==> config.mk <==
export PLATFORM = sky130hd
export DESIGN_NAME = assoc_tag_store_lru_lfu_top
export DESIGN_NICKNAME = d
export VERILOG_FILES = /design/src/rtl/core/ats_pkg.sv /design/src/rtl/core/ats_ram.sv /design/src/rtl/core/ats_ctrl.sv /design/src/rtl/core/ats_dp.sv /design/src/rtl/core/assoc_tag_store_lru_lfu_top.sv
export SDC_FILE = /design/constraint.sdc
export NUM_CORES = 1
export LEC_CHECK = 0
export BUFFER_PORTS_ARGS = -buffer_cell sky130_fd_sc_hd__buf_4
export CAP_MARGIN = 20
export CORE_MARGIN = 2
export CORE_UTILIZATION = 30
export DETAILED_ROUTE_END_ITERATION = 10
export GPL_ROUTABILITY_DRIVEN = 0
export GPL_TIMING_DRIVEN = 0
export SYNTH_ARGS = -nofsm -noshare
export SYNTH_HDL_FRONTEND = slang
export SYNTH_SLANG_ARGS = --single-unit
==> constraint.sdc <==
create_clock -name clk -period 10.6 [get_ports clk]
set_input_delay 1.59 -clock clk [delete_from_list [all_inputs] [get_ports clk]]
set_output_delay 1.59 -clock clk [all_outputs]
set_load 0.02 [all_outputs]
==> src/rtl/core/ats_pkg.sv <==
package ats_pkg;

  localparam int LINES_DEF     = 8;
  localparam int TAG_BITS_DEF  = 16;
  localparam int COST_BITS_DEF = 16;

  localparam int MODE_W   = 2;
  localparam int TAG_W    = 16;
  localparam int SLOT_W   = 3;
  localparam int INDEX_W  = 3;

  typedef enum logic [MODE_W-1:0] {
    MODE_LOOKUP = 2'd0,
    MODE_INSERT = 2'd1,
    MODE_INVAL  = 2'd2,
    MODE_RSVD   = 2'd3
  } mode_t;

  localparam logic POLICY_LRU = 1'b0;
  localparam logic POLICY_LFU = 1'b1;

  typedef struct packed {
    logic load;
    logic scan;
    logic sweep;
    logic decide;
  } cmd_t;

  typedef struct packed {
    logic last_data;
    logic need_sweep;
  } status_t;

endpackage

==> src/rtl/core/ats_ram.sv <==
module ats_ram #(
  parameter int WIDTH = 8,
  parameter int DEPTH = 8,
  localparam int AW = (DEPTH > 1) ? $clog2(DEPTH) : 1
) (
  input  logic             clk,
  input  logic             we,
  input  logic [AW-1:0]    waddr,
  input  logic [WIDTH-1:0] wdata,
  input  logic [AW-1:0]    raddr,
  output logic [WIDTH-1:0] rdata
);

  logic [WIDTH-1:0] mem_r [DEPTH];
  logic [WIDTH-1:0] rdata_r;

  always_ff @(posedge clk) begin
    if (we) begin
      mem_r[waddr] <= wdata;
    end
    rdata_r <= mem_r[raddr];
  end

  assign rdata = rdata_r;

endmodule

==> src/rtl/core/ats_ctrl.sv <==
module ats_ctrl (
  input  logic                           clk,
  input  logic                           rst_n,
  input  logic                           start,
  input  logic [ats_pkg::MODE_W-1:0]     in_mode,
  input  ats_pkg::status_t               status,
  output ats_pkg::cmd_t                  cmd,
  output logic                           busy
);

  typedef enum logic [3:0] {
    S_IDLE   = 4'b0001,
    S_SCAN   = 4'b0010,
    S_DECIDE = 4'b0100,
    S_SWEEP  = 4'b1000
  } state_t;

  state_t state_r;
  state_t state_nxt;
  logic   needs_scan;

  assign needs_scan = (ats_pkg::mode_t'(in_mode) == ats_pkg::MODE_LOOKUP) ||
                      (ats_pkg::mode_t'(in_mode) == ats_pkg::MODE_INSERT);

  always_comb begin
    state_nxt = state_r;
    unique case (state_r)
      S_IDLE: begin
        if (start) begin
          state_nxt = needs_scan ? S_SCAN : S_DECIDE;
        end
      end
      S_SCAN: begin
        if (status.last_data) begin
          state_nxt = S_DECIDE;
        end
      end
      S_DECIDE: begin
        state_nxt = status.need_sweep ? S_SWEEP : S_IDLE;
      end
      S_SWEEP: begin
        if (status.last_data) begin
          state_nxt = S_IDLE;
        end
      end
      default: begin
        state_nxt = S_IDLE;
      end
    endcase
  end

  always_ff @(posedge clk) begin
    if (!rst_n) begin
      state_r <= S_IDLE;
    end else begin
      state_r <= state_nxt;
    end
  end

  assign busy       = (state_r != S_IDLE);
  assign cmd.load   = (state_r == S_IDLE) && start;
  assign cmd.scan   = (state_r == S_SCAN);
  assign cmd.sweep  = (state_r == S_SWEEP);
  assign cmd.decide = (state_r == S_DECIDE);

endmodule

==> src/rtl/core/ats_dp.sv <==
module ats_dp #(
  parameter int LINES     = ats_pkg::LINES_DEF,
  parameter int TAG_BITS  = ats_pkg::TAG_BITS_DEF,
  parameter int COST_BITS = ats_pkg::COST_BITS_DEF
) (
  input  logic                            clk,
  input  logic                            rst_n,
  input  ats_pkg::cmd_t                   cmd,
  output ats_pkg::status_t                status,
  input  logic [ats_pkg::MODE_W-1:0]      in_mode,
  input  logic [ats_pkg::TAG_W-1:0]       in_tag,
  input  logic [ats_pkg::SLOT_W-1:0]      in_slot,
  input  logic                            cfg_we,
  input  logic                            cfg_wdata,
  output logic                            out_valid,
  output logic                            out_hit,
  output logic [ats_pkg::INDEX_W-1:0]     out_line_index,
  output logic                            out_victim_valid,
  output logic [ats_pkg::TAG_W-1:0]       out_victim_tag
);

  localparam int IDX_W = $clog2(LINES);
  localparam int CNT_W = IDX_W + 1;

  logic                 policy_r;
  logic [LINES-1:0]     valid_r;
  ats_pkg::mode_t       mode_r;
  logic [TAG_BITS-1:0]  tag_r;
  logic [ats_pkg::SLOT_W-1:0] slot_r;

  logic [CNT_W-1:0]     cnt_r;
  logic                 rd_vld_r;
  logic [IDX_W-1:0]     rd_idx_r;

  logic                 match_found_r;
  logic [IDX_W-1:0]     match_idx_r;
  logic                 inv_found_r;
  logic [IDX_W-1:0]     inv_idx_r;
  logic [IDX_W-1:0]     best_idx_r;
  logic [COST_BITS-1:0] best_cost_r;
  logic [TAG_BITS-1:0]  best_tag_r;
  logic [IDX_W-1:0]     touch_idx_r;
  logic                 ins_r;

  logic                 out_valid_r;
  logic                 out_hit_r;
  logic [ats_pkg::INDEX_W-1:0] out_line_index_r;
  logic                 out_victim_valid_r;
  logic [ats_pkg::TAG_W-1:0]   out_victim_tag_r;

  logic                 issue;
  logic [IDX_W-1:0]     rd_addr;
  logic [TAG_BITS-1:0]  tag_rdata;
  logic [COST_BITS-1:0] cost_rdata;
  logic [COST_BITS-1:0] cost_inc;
  logic                 better;
  logic                 is_touch;
  logic                 cost_we;
  logic [COST_BITS-1:0] cost_wdata;
  logic                 tag_we;

  logic [IDX_W-1:0]     ins_idx;
  logic [IDX_W-1:0]     slot_idx;
  logic                 slot_ok;
  logic                 dec_hit;
  logic [IDX_W-1:0]     dec_idx;
  logic                 dec_vvalid;
  logic [TAG_BITS-1:0]  dec_vtag;

  assign issue   = (cmd.scan || cmd.sweep) && (cnt_r < CNT_W'(LINES));
  assign rd_addr = cnt_r[IDX_W-1:0];

  ats_ram #(.WIDTH(TAG_BITS), .DEPTH(LINES)) u_tag_ram (
    .clk   (clk),
    .we    (tag_we),
    .waddr (ins_idx),
    .wdata (tag_r),
    .raddr (rd_addr),
    .rdata (tag_rdata)
  );

  ats_ram #(.WIDTH(COST_BITS), .DEPTH(LINES)) u_cost_ram (
    .clk   (clk),
    .we    (cost_we),
    .waddr (rd_idx_r),
    .wdata (cost_wdata),
    .raddr (rd_addr),
    .rdata (cost_rdata)
  );

  assign cost_inc = (cost_rdata == {COST_BITS{1'b1}}) ? cost_rdata
                                                       : cost_rdata + COST_BITS'(1);
  assign better   = (rd_idx_r == '0) ||
                    ((policy_r == ats_pkg::POLICY_LRU) ? (cost_rdata > best_cost_r)
                                                      : (cost_rdata < best_cost_r));
  assign is_touch = (rd_idx_r == touch_idx_r);
  assign cost_we  = rd_vld_r && cmd.sweep &&
                    (is_touch || ((policy_r == ats_pkg::POLICY_LRU) && valid_r[rd_idx_r]));

  always_comb begin
    if (is_touch) begin
      if (policy_r == ats_pkg::POLICY_LRU) begin
        cost_wdata = '0;
      end else if (ins_r) begin
        cost_wdata = COST_BITS'(1);
      end else begin
        cost_wdata = cost_inc;
      end
    end else begin
      cost_wdata = cost_inc;
    end
  end

  assign ins_idx  = inv_found_r ? inv_idx_r : best_idx_r;
  assign slot_idx = IDX_W'(slot_r);
  assign slot_ok  = (32'(slot_r) < 32'(LINES));
  assign tag_we   = cmd.decide && (mode_r == ats_pkg::MODE_INSERT);

  always_comb begin
    dec_hit    = 1'b0;
    dec_idx    = '0;
    dec_vvalid = 1'b0;
    dec_vtag   = '0;
    unique case (mode_r)
      ats_pkg::MODE_LOOKUP: begin
        dec_hit = match_found_r;
        if (match_found_r) begin
          dec_idx = match_idx_r;
        end
      end
      ats_pkg::MODE_INSERT: begin
        dec_idx    = ins_idx;
        dec_vvalid = !inv_found_r;
        if (!inv_found_r) begin
          dec_vtag = best_tag_r;
        end
      end
      ats_pkg::MODE_INVAL: begin
      end
      ats_pkg::MODE_RSVD: begin
      end
    endcase
  end

  assign status.last_data  = rd_vld_r && (rd_idx_r == IDX_W'(LINES - 1));
  assign status.need_sweep = (mode_r == ats_pkg::MODE_INSERT) ||
                             ((mode_r == ats_pkg::MODE_LOOKUP) && match_found_r);

  always_ff @(posedge clk) begin
    if (!rst_n) begin
      policy_r    <= ats_pkg::POLICY_LRU;
      valid_r     <= '0;
      cnt_r       <= '0;
      rd_vld_r    <= 1'b0;
      out_valid_r <= 1'b0;
    end else begin
      if (cfg_we) begin
        policy_r <= cfg_wdata;
      end
      if (cmd.load || cmd.decide) begin
        cnt_r <= '0;
      end else if (issue) begin
        cnt_r <= cnt_r + CNT_W'(1);
      end
      rd_vld_r    <= issue;
      out_valid_r <= cmd.decide;
      if (cmd.decide) begin
        if (mode_r == ats_pkg::MODE_INSERT) begin
          valid_r[ins_idx] <= 1'b1;
        end else if ((mode_r == ats_pkg::MODE_INVAL) && slot_ok) begin
          valid_r[slot_idx] <= 1'b0;
        end
      end
    end
  end

  always_ff @(posedge clk) begin
    rd_idx_r <= rd_addr;
    if (cmd.load) begin
      mode_r        <= ats_pkg::mode_t'(in_mode);
      tag_r         <= TAG_BITS'(in_tag);
      slot_r        <= in_slot;
      match_found_r <= 1'b0;
      inv_found_r   <= 1'b0;
    end else if (rd_vld_r && cmd.scan) begin
      if (!match_found_r && valid_r[rd_idx_r] && (tag_rdata == tag_r)) begin
        match_found_r <= 1'b1;
        match_idx_r   <= rd_idx_r;
      end
      if (!inv_found_r && !valid_r[rd_idx_r]) begin
        inv_found_r <= 1'b1;
        inv_idx_r   <= rd_idx_r;
      end
      if (better) begin
        best_idx_r  <= rd_idx_r;
        best_cost_r <= cost_rdata;
        best_tag_r  <= tag_rdata;
      end
    end
    if (cmd.decide) begin
      touch_idx_r        <= dec_idx;
      ins_r              <= (mode_r == ats_pkg::MODE_INSERT);
      out_hit_r          <= dec_hit;
      out_line_index_r   <= ats_pkg::INDEX_W'(dec_idx);
      out_victim_valid_r <= dec_vvalid;
      out_victim_tag_r   <= ats_pkg::TAG_W'(dec_vtag);
    end
  end

  assign out_valid        = out_valid_r;
  assign out_hit          = out_hit_r;
  assign out_line_index   = out_line_index_r;
  assign out_victim_valid = out_victim_valid_r;
  assign out_victim_tag   = out_victim_tag_r;

endmodule

==> src/rtl/core/assoc_tag_store_lru_lfu_top.sv <==
// Lookup and insert scan every line once through the tag and cost RAM read port: the result
// word strobes once the scan and decide state end; a hit or insert then sweeps the cost RAM
// before busy drops, while a lookup miss returns to idle with no sweep.
// Invalidate and the unused mode skip the scan and strobe their word after the decide state.
// Synchronous active-low reset clears all valid bits, selects LRU and empties the pipeline.
// The result word is shown for exactly one cycle; the receiver cannot stall.
module assoc_tag_store_lru_lfu_top #(
  parameter int LINES     = ats_pkg::LINES_DEF,
  parameter int TAG_BITS  = ats_pkg::TAG_BITS_DEF,
  parameter int COST_BITS = ats_pkg::COST_BITS_DEF
) (
  input  logic                        clk,
  input  logic                        rst_n,
  input  logic                        start,
  output logic                        busy,
  input  logic [ats_pkg::MODE_W-1:0]  in_mode,
  input  logic [ats_pkg::TAG_W-1:0]   in_tag,
  input  logic [ats_pkg::SLOT_W-1:0]  in_slot,
  input  logic                        cfg_we,
  input  logic                        cfg_wdata,
  output logic                        out_valid,
  output logic                        out_hit,
  output logic [ats_pkg::INDEX_W-1:0] out_line_index,
  output logic                        out_victim_valid,
  output logic [ats_pkg::TAG_W-1:0]   out_victim_tag
);

  ats_pkg::cmd_t    cmd;
  ats_pkg::status_t status;

  ats_ctrl u_ctrl (
    .clk     (clk),
    .rst_n   (rst_n),
    .start   (start),
    .in_mode (in_mode),
    .status  (status),
    .cmd     (cmd),
    .busy    (busy)
  );

  ats_dp #(
    .LINES     (LINES),
    .TAG_BITS  (TAG_BITS),
    .COST_BITS (COST_BITS)
  ) u_dp (
    .clk              (clk),
    .rst_n            (rst_n),
    .cmd              (cmd),
    .status           (status),
    .in_mode          (in_mode),
    .in_tag           (in_tag),
    .in_slot          (in_slot),
    .cfg_we           (cfg_we),
    .cfg_wdata        (cfg_wdata),
    .out_valid        (out_valid),
    .out_hit          (out_hit),
    .out_line_index   (out_line_index),
    .out_victim_valid (out_victim_valid),
    .out_victim_tag   (out_victim_tag)
  );

endmodule

==> impl_metrics.py <==
metrics = {
    "status": {
        "status": "finished clean",
    },
    "finish": {
        "layout.cells.most_common_list": "340 x edfxtp_1, 65 x mux4_2, 56 x dfxtp_1",
        "fillers": 4707,
        "fin_nets": 986,
        "mostFrequentLayoutCell": "edfxtp_1",
        "antenna_cells": 0,
        "drive_above_1_share_pct": 25.9,
        "syn_to_final_growth_pct": 19.6,
        "final_util_pct": 36.4,
        "postLayoutCellArea_um2": 18300,
    },
    "synthesis": {
        "ys_ff_latch": 396,
        "avgSynthCellArea_um2": 18.4,
        "mappedNetlistNets": 878,
        "ys_warn_count": 0,
        "async_flop_share_pct": 0,
        "syn-cell-area_um2": 15300,
        "synth-edff-count": 340,
        "synth_ff_type": "edfxtp_1",
        "ys_types": 61,
        "yosysSeqAreaShare_pct": 74.1,
        "syn-instance-count": 832,
    },
    "sta": {
        "fin_skew_ns": 0.0397,
        "setup_tns_ns": 0,
        "tightest_slew_ns": 1.10,
        "hold_viol_final": 0,
        "rsz0062_at_grt": "false",
        "fin_crit_sh_pct": 31.3,
        "slew_viol_final": 0,
        "max_freq_ghz": 0.301,
        "setup_viol": 0,
        "slew_headroom_pct": 27.0,
        "hold_slack_ns": 0.352,
        "min_period_ns": 3.32,
    },
    "route": {
        "wirelength_um": 31900,
        "drt-wirelength-per-cell_um": 19.4,
        "viasPerCell": 4.71,
        "first_iter_violations": 770,
        "drc_errors": 0,
        "postRouteAntennaNets": 0,
        "vias": 7745,
        "dr.pass1.iters": 6,
    },
    "setup_path": {
        "crit_slowest_cell": "mux2i_4",
        "crit_top_cell": "a21o_1",
        "crit_required_ns": 10.86,
        "arrival_ns": 3.57,
        "slowest_delay_ns": 0.79,
        "cp-start-kind": "flip-flop",
        "worstSetupPathType": "flip-flop to flip-flop",
        "cp_cell_sequence": "ha_1 -> a21o_1 -> a21o_1 -> a2111o_1 -> a211oi_1 -> mux2i_4 -> buf_16",
        "endpoint_kind": "flip-flop",
        "crit_fanout": 19,
    },
    "die": {
        "num_rows": 82,
        "fp.dieW_um": 230,
        "die_area_um2": 52800,
        "coreArea_um2": 50300,
        "die_h_um": 230,
        "io_pins": 49,
        "start_util_pct": 30.4,
    },
    "grt": {
        "grt_pass1_vias": 7837,
        "grt_usage_pct": 12.0,
        "grt_overflow_total": 0,
        "antenna_found_initial": 0,
        "grt_pass1_wl_um": 48100,
        "grt_max_degree": 20,
    },
    "placed_design": {
        "port_buffers": 48,
        "post-dp-hpwl_um": 20900,
        "placed_cell_area_um2": 16800,
    },
    "power_and_ir_drop": {
        "p_sw_w": 0.000666,
        "power_density_nw_per_um2": 181,
        "peakVddDrop_uv": 125,
        "p_int_w": 0.00264,
        "cellLeakagePower_nw": 6.04,
        "switching_share_pct": 20.1,
        "combinationalPowerShare_pct": 2.0,
        "p_clk_share_pct": 45.9,
        "pwr-share-seq_pct": 52.1,
    },
    "cts": {
        "ctsResizeCount": 0,
        "clk_latency_ns": 0.59,
        "cts_buffer_depth": 3,
        "post_cts_buffers": 0,
        "htreeDepth": 2,
        "cts_root_buffer": "clkbuf_16",
        "cts_tree": "built",
        "numCtsBuffers": 42,
        "clk_pin_slew_ns": 0.06,
        "cts_hold_buf": 0,
        "clkSinkCount": 396,
    },
    "run": {
        "drv_cap": 0,
    },
    "min_path": {
        "hold_class": "flip-flop to flip-flop",
    },
}
-- sequential cells by signal, summed over array words and instances, names as in the netlist, 2 cells and up --
register,cells
u_dp.rd_idx_r,3
u_dp.tag_r,16
u_dp.u_cost_ram.rdata,16
u_dp.best_tag_r,16
u_ctrl.state_r,4
u_dp.u_tag_ram.mem_r,128
u_dp.touch_idx_r,3
u_dp.u_tag_ram.rdata,16
u_dp.cnt_r,4
u_dp.inv_idx_r,3
u_dp.slot_idx,3
u_dp.valid_r,8
u_dp.best_idx_r,3
u_dp.match_idx_r,3
u_dp.mode_r,2
u_dp.u_cost_ram.mem_r,128
u_dp.out_victim_tag,16
u_dp.best_cost_r,16
-- worst paths after layout --
check,slack [ns],to,cells after the start,start
min reg2reg,0.35,u_dp.rd_idx_r[2]$_DFF_P_,0,u_dp.cnt_r[2]$_SDFFE_PP0P_
max reg2reg,7.28,u_dp.best_tag_r[1]$_DFFE_PP_,7,u_dp.u_cost_ram.rdata[13]$_DFF_P_
min,0.35,u_dp.rd_idx_r[2]$_DFF_P_,0,u_dp.cnt_r[2]$_SDFFE_PP0P_
max,7.28,u_dp.best_tag_r[1]$_DFFE_PP_,7,u_dp.u_cost_ram.rdata[13]$_DFF_P_
-- cell usage after synthesis (3+ instances only) --
master,instances,area share (%)
mux2i_1,7,0.46
a211oi_1,4,0.20
o21ai_0,10,0.33
ha_1,20,1.6
or3_1,3,0.12
a31oi_1,9,0.37
mux4_2,65,9.6
and2_1,21,0.86
nor4_1,4,0.16
nor2b_1,6,0.25
nand2_1,22,0.54
dfxtp_1,56,7.3
clkbuf_1,15,0.37
a21o_1,6,0.29
buf_1,4,0.098
mux2_2,35,2.6
a21oi_1,13,0.43
nor3_1,18,0.59
nor2_1,41,1.0
xnor2_1,17,0.97
nand3_1,14,0.46
edfxtp_1,340,67
and3_1,5,0.20
nand4_1,8,0.33
inv_1,27,0.66
xor2_1,15,0.86
buf_2,7,0.23
-- layout make-up --
type | instances | area [um^2] | share of cell area [%]
flip-flops and latches | 396 | 11300 | 61.9
plain buffers | 27 | 118 | 0.643
multi-input cells | 382 | 3790 | 20.7
clock buffers | 59 | 1180 | 6.47
repair buffers | 64 | 656 | 3.58
clock inverters | 19 | 280 | 1.53
well taps | 672 | 841 | 4.59
inverters | 27 | 101 | 0.554
-- stage by stage --
| step | power (W) | worst slack (ns) | std cells |
|---|---|---|---|
| finish | 0.00331 | 7.28 | 1646 |
| global route | 0.00341 | 7.09 | 1646 |
| CTS | 0.00335 | 7.23 | 1644 |
| detailed placement | 0.00182 | 7.26 | 1566 |
| global placement | 0.00182 | 5.13 | 1552 |
| floorplan | 0.00178 | 6.66 | 832 |
-- critical path: cells and delay by family (launching register included) --
family	cells	cell delay, ns
AOI/OAI and AO/OA	4	1.20
muxes	1	0.79
DFF	1	0.46
adders and majority gates	1	0.30
buffers and inverters	1	0.25
-- power by group through the flow --
stage               Combinational, W  Sequential [W]  Clock (W)
floorplan                  0.0000354         0.00175          0
global placement           0.0000622         0.00175          0
detailed placement         0.0000677         0.00176          0
CTS                        0.0000681         0.00172    0.00155
global route               0.0000736         0.00172    0.00161
finish                     0.0000673         0.00172    0.00152
-- routing by layer --
layer	global-route usage, %	up-vias	wire, um
met5	0	-	0
met3	2.54	44	1660
met2	18.8	197	14700
li1	-	3503	-
met4	3.67	0	665
met1	16.8	4001	14800
-- kinds of logic (layout without fill, tap and decap cells) --
logic type,after synthesis,count (layout),synth area share (%)
flops,396,396,74.1
compound gates,63,63,2.79
simple gates,160,160,5.65
buf+inv,54,196,1.43
fa+ha+maj,20,20,1.64
mux,107,107,12.6
xor+xnor,32,32,1.83
Power figures use the tool's default switching activity.
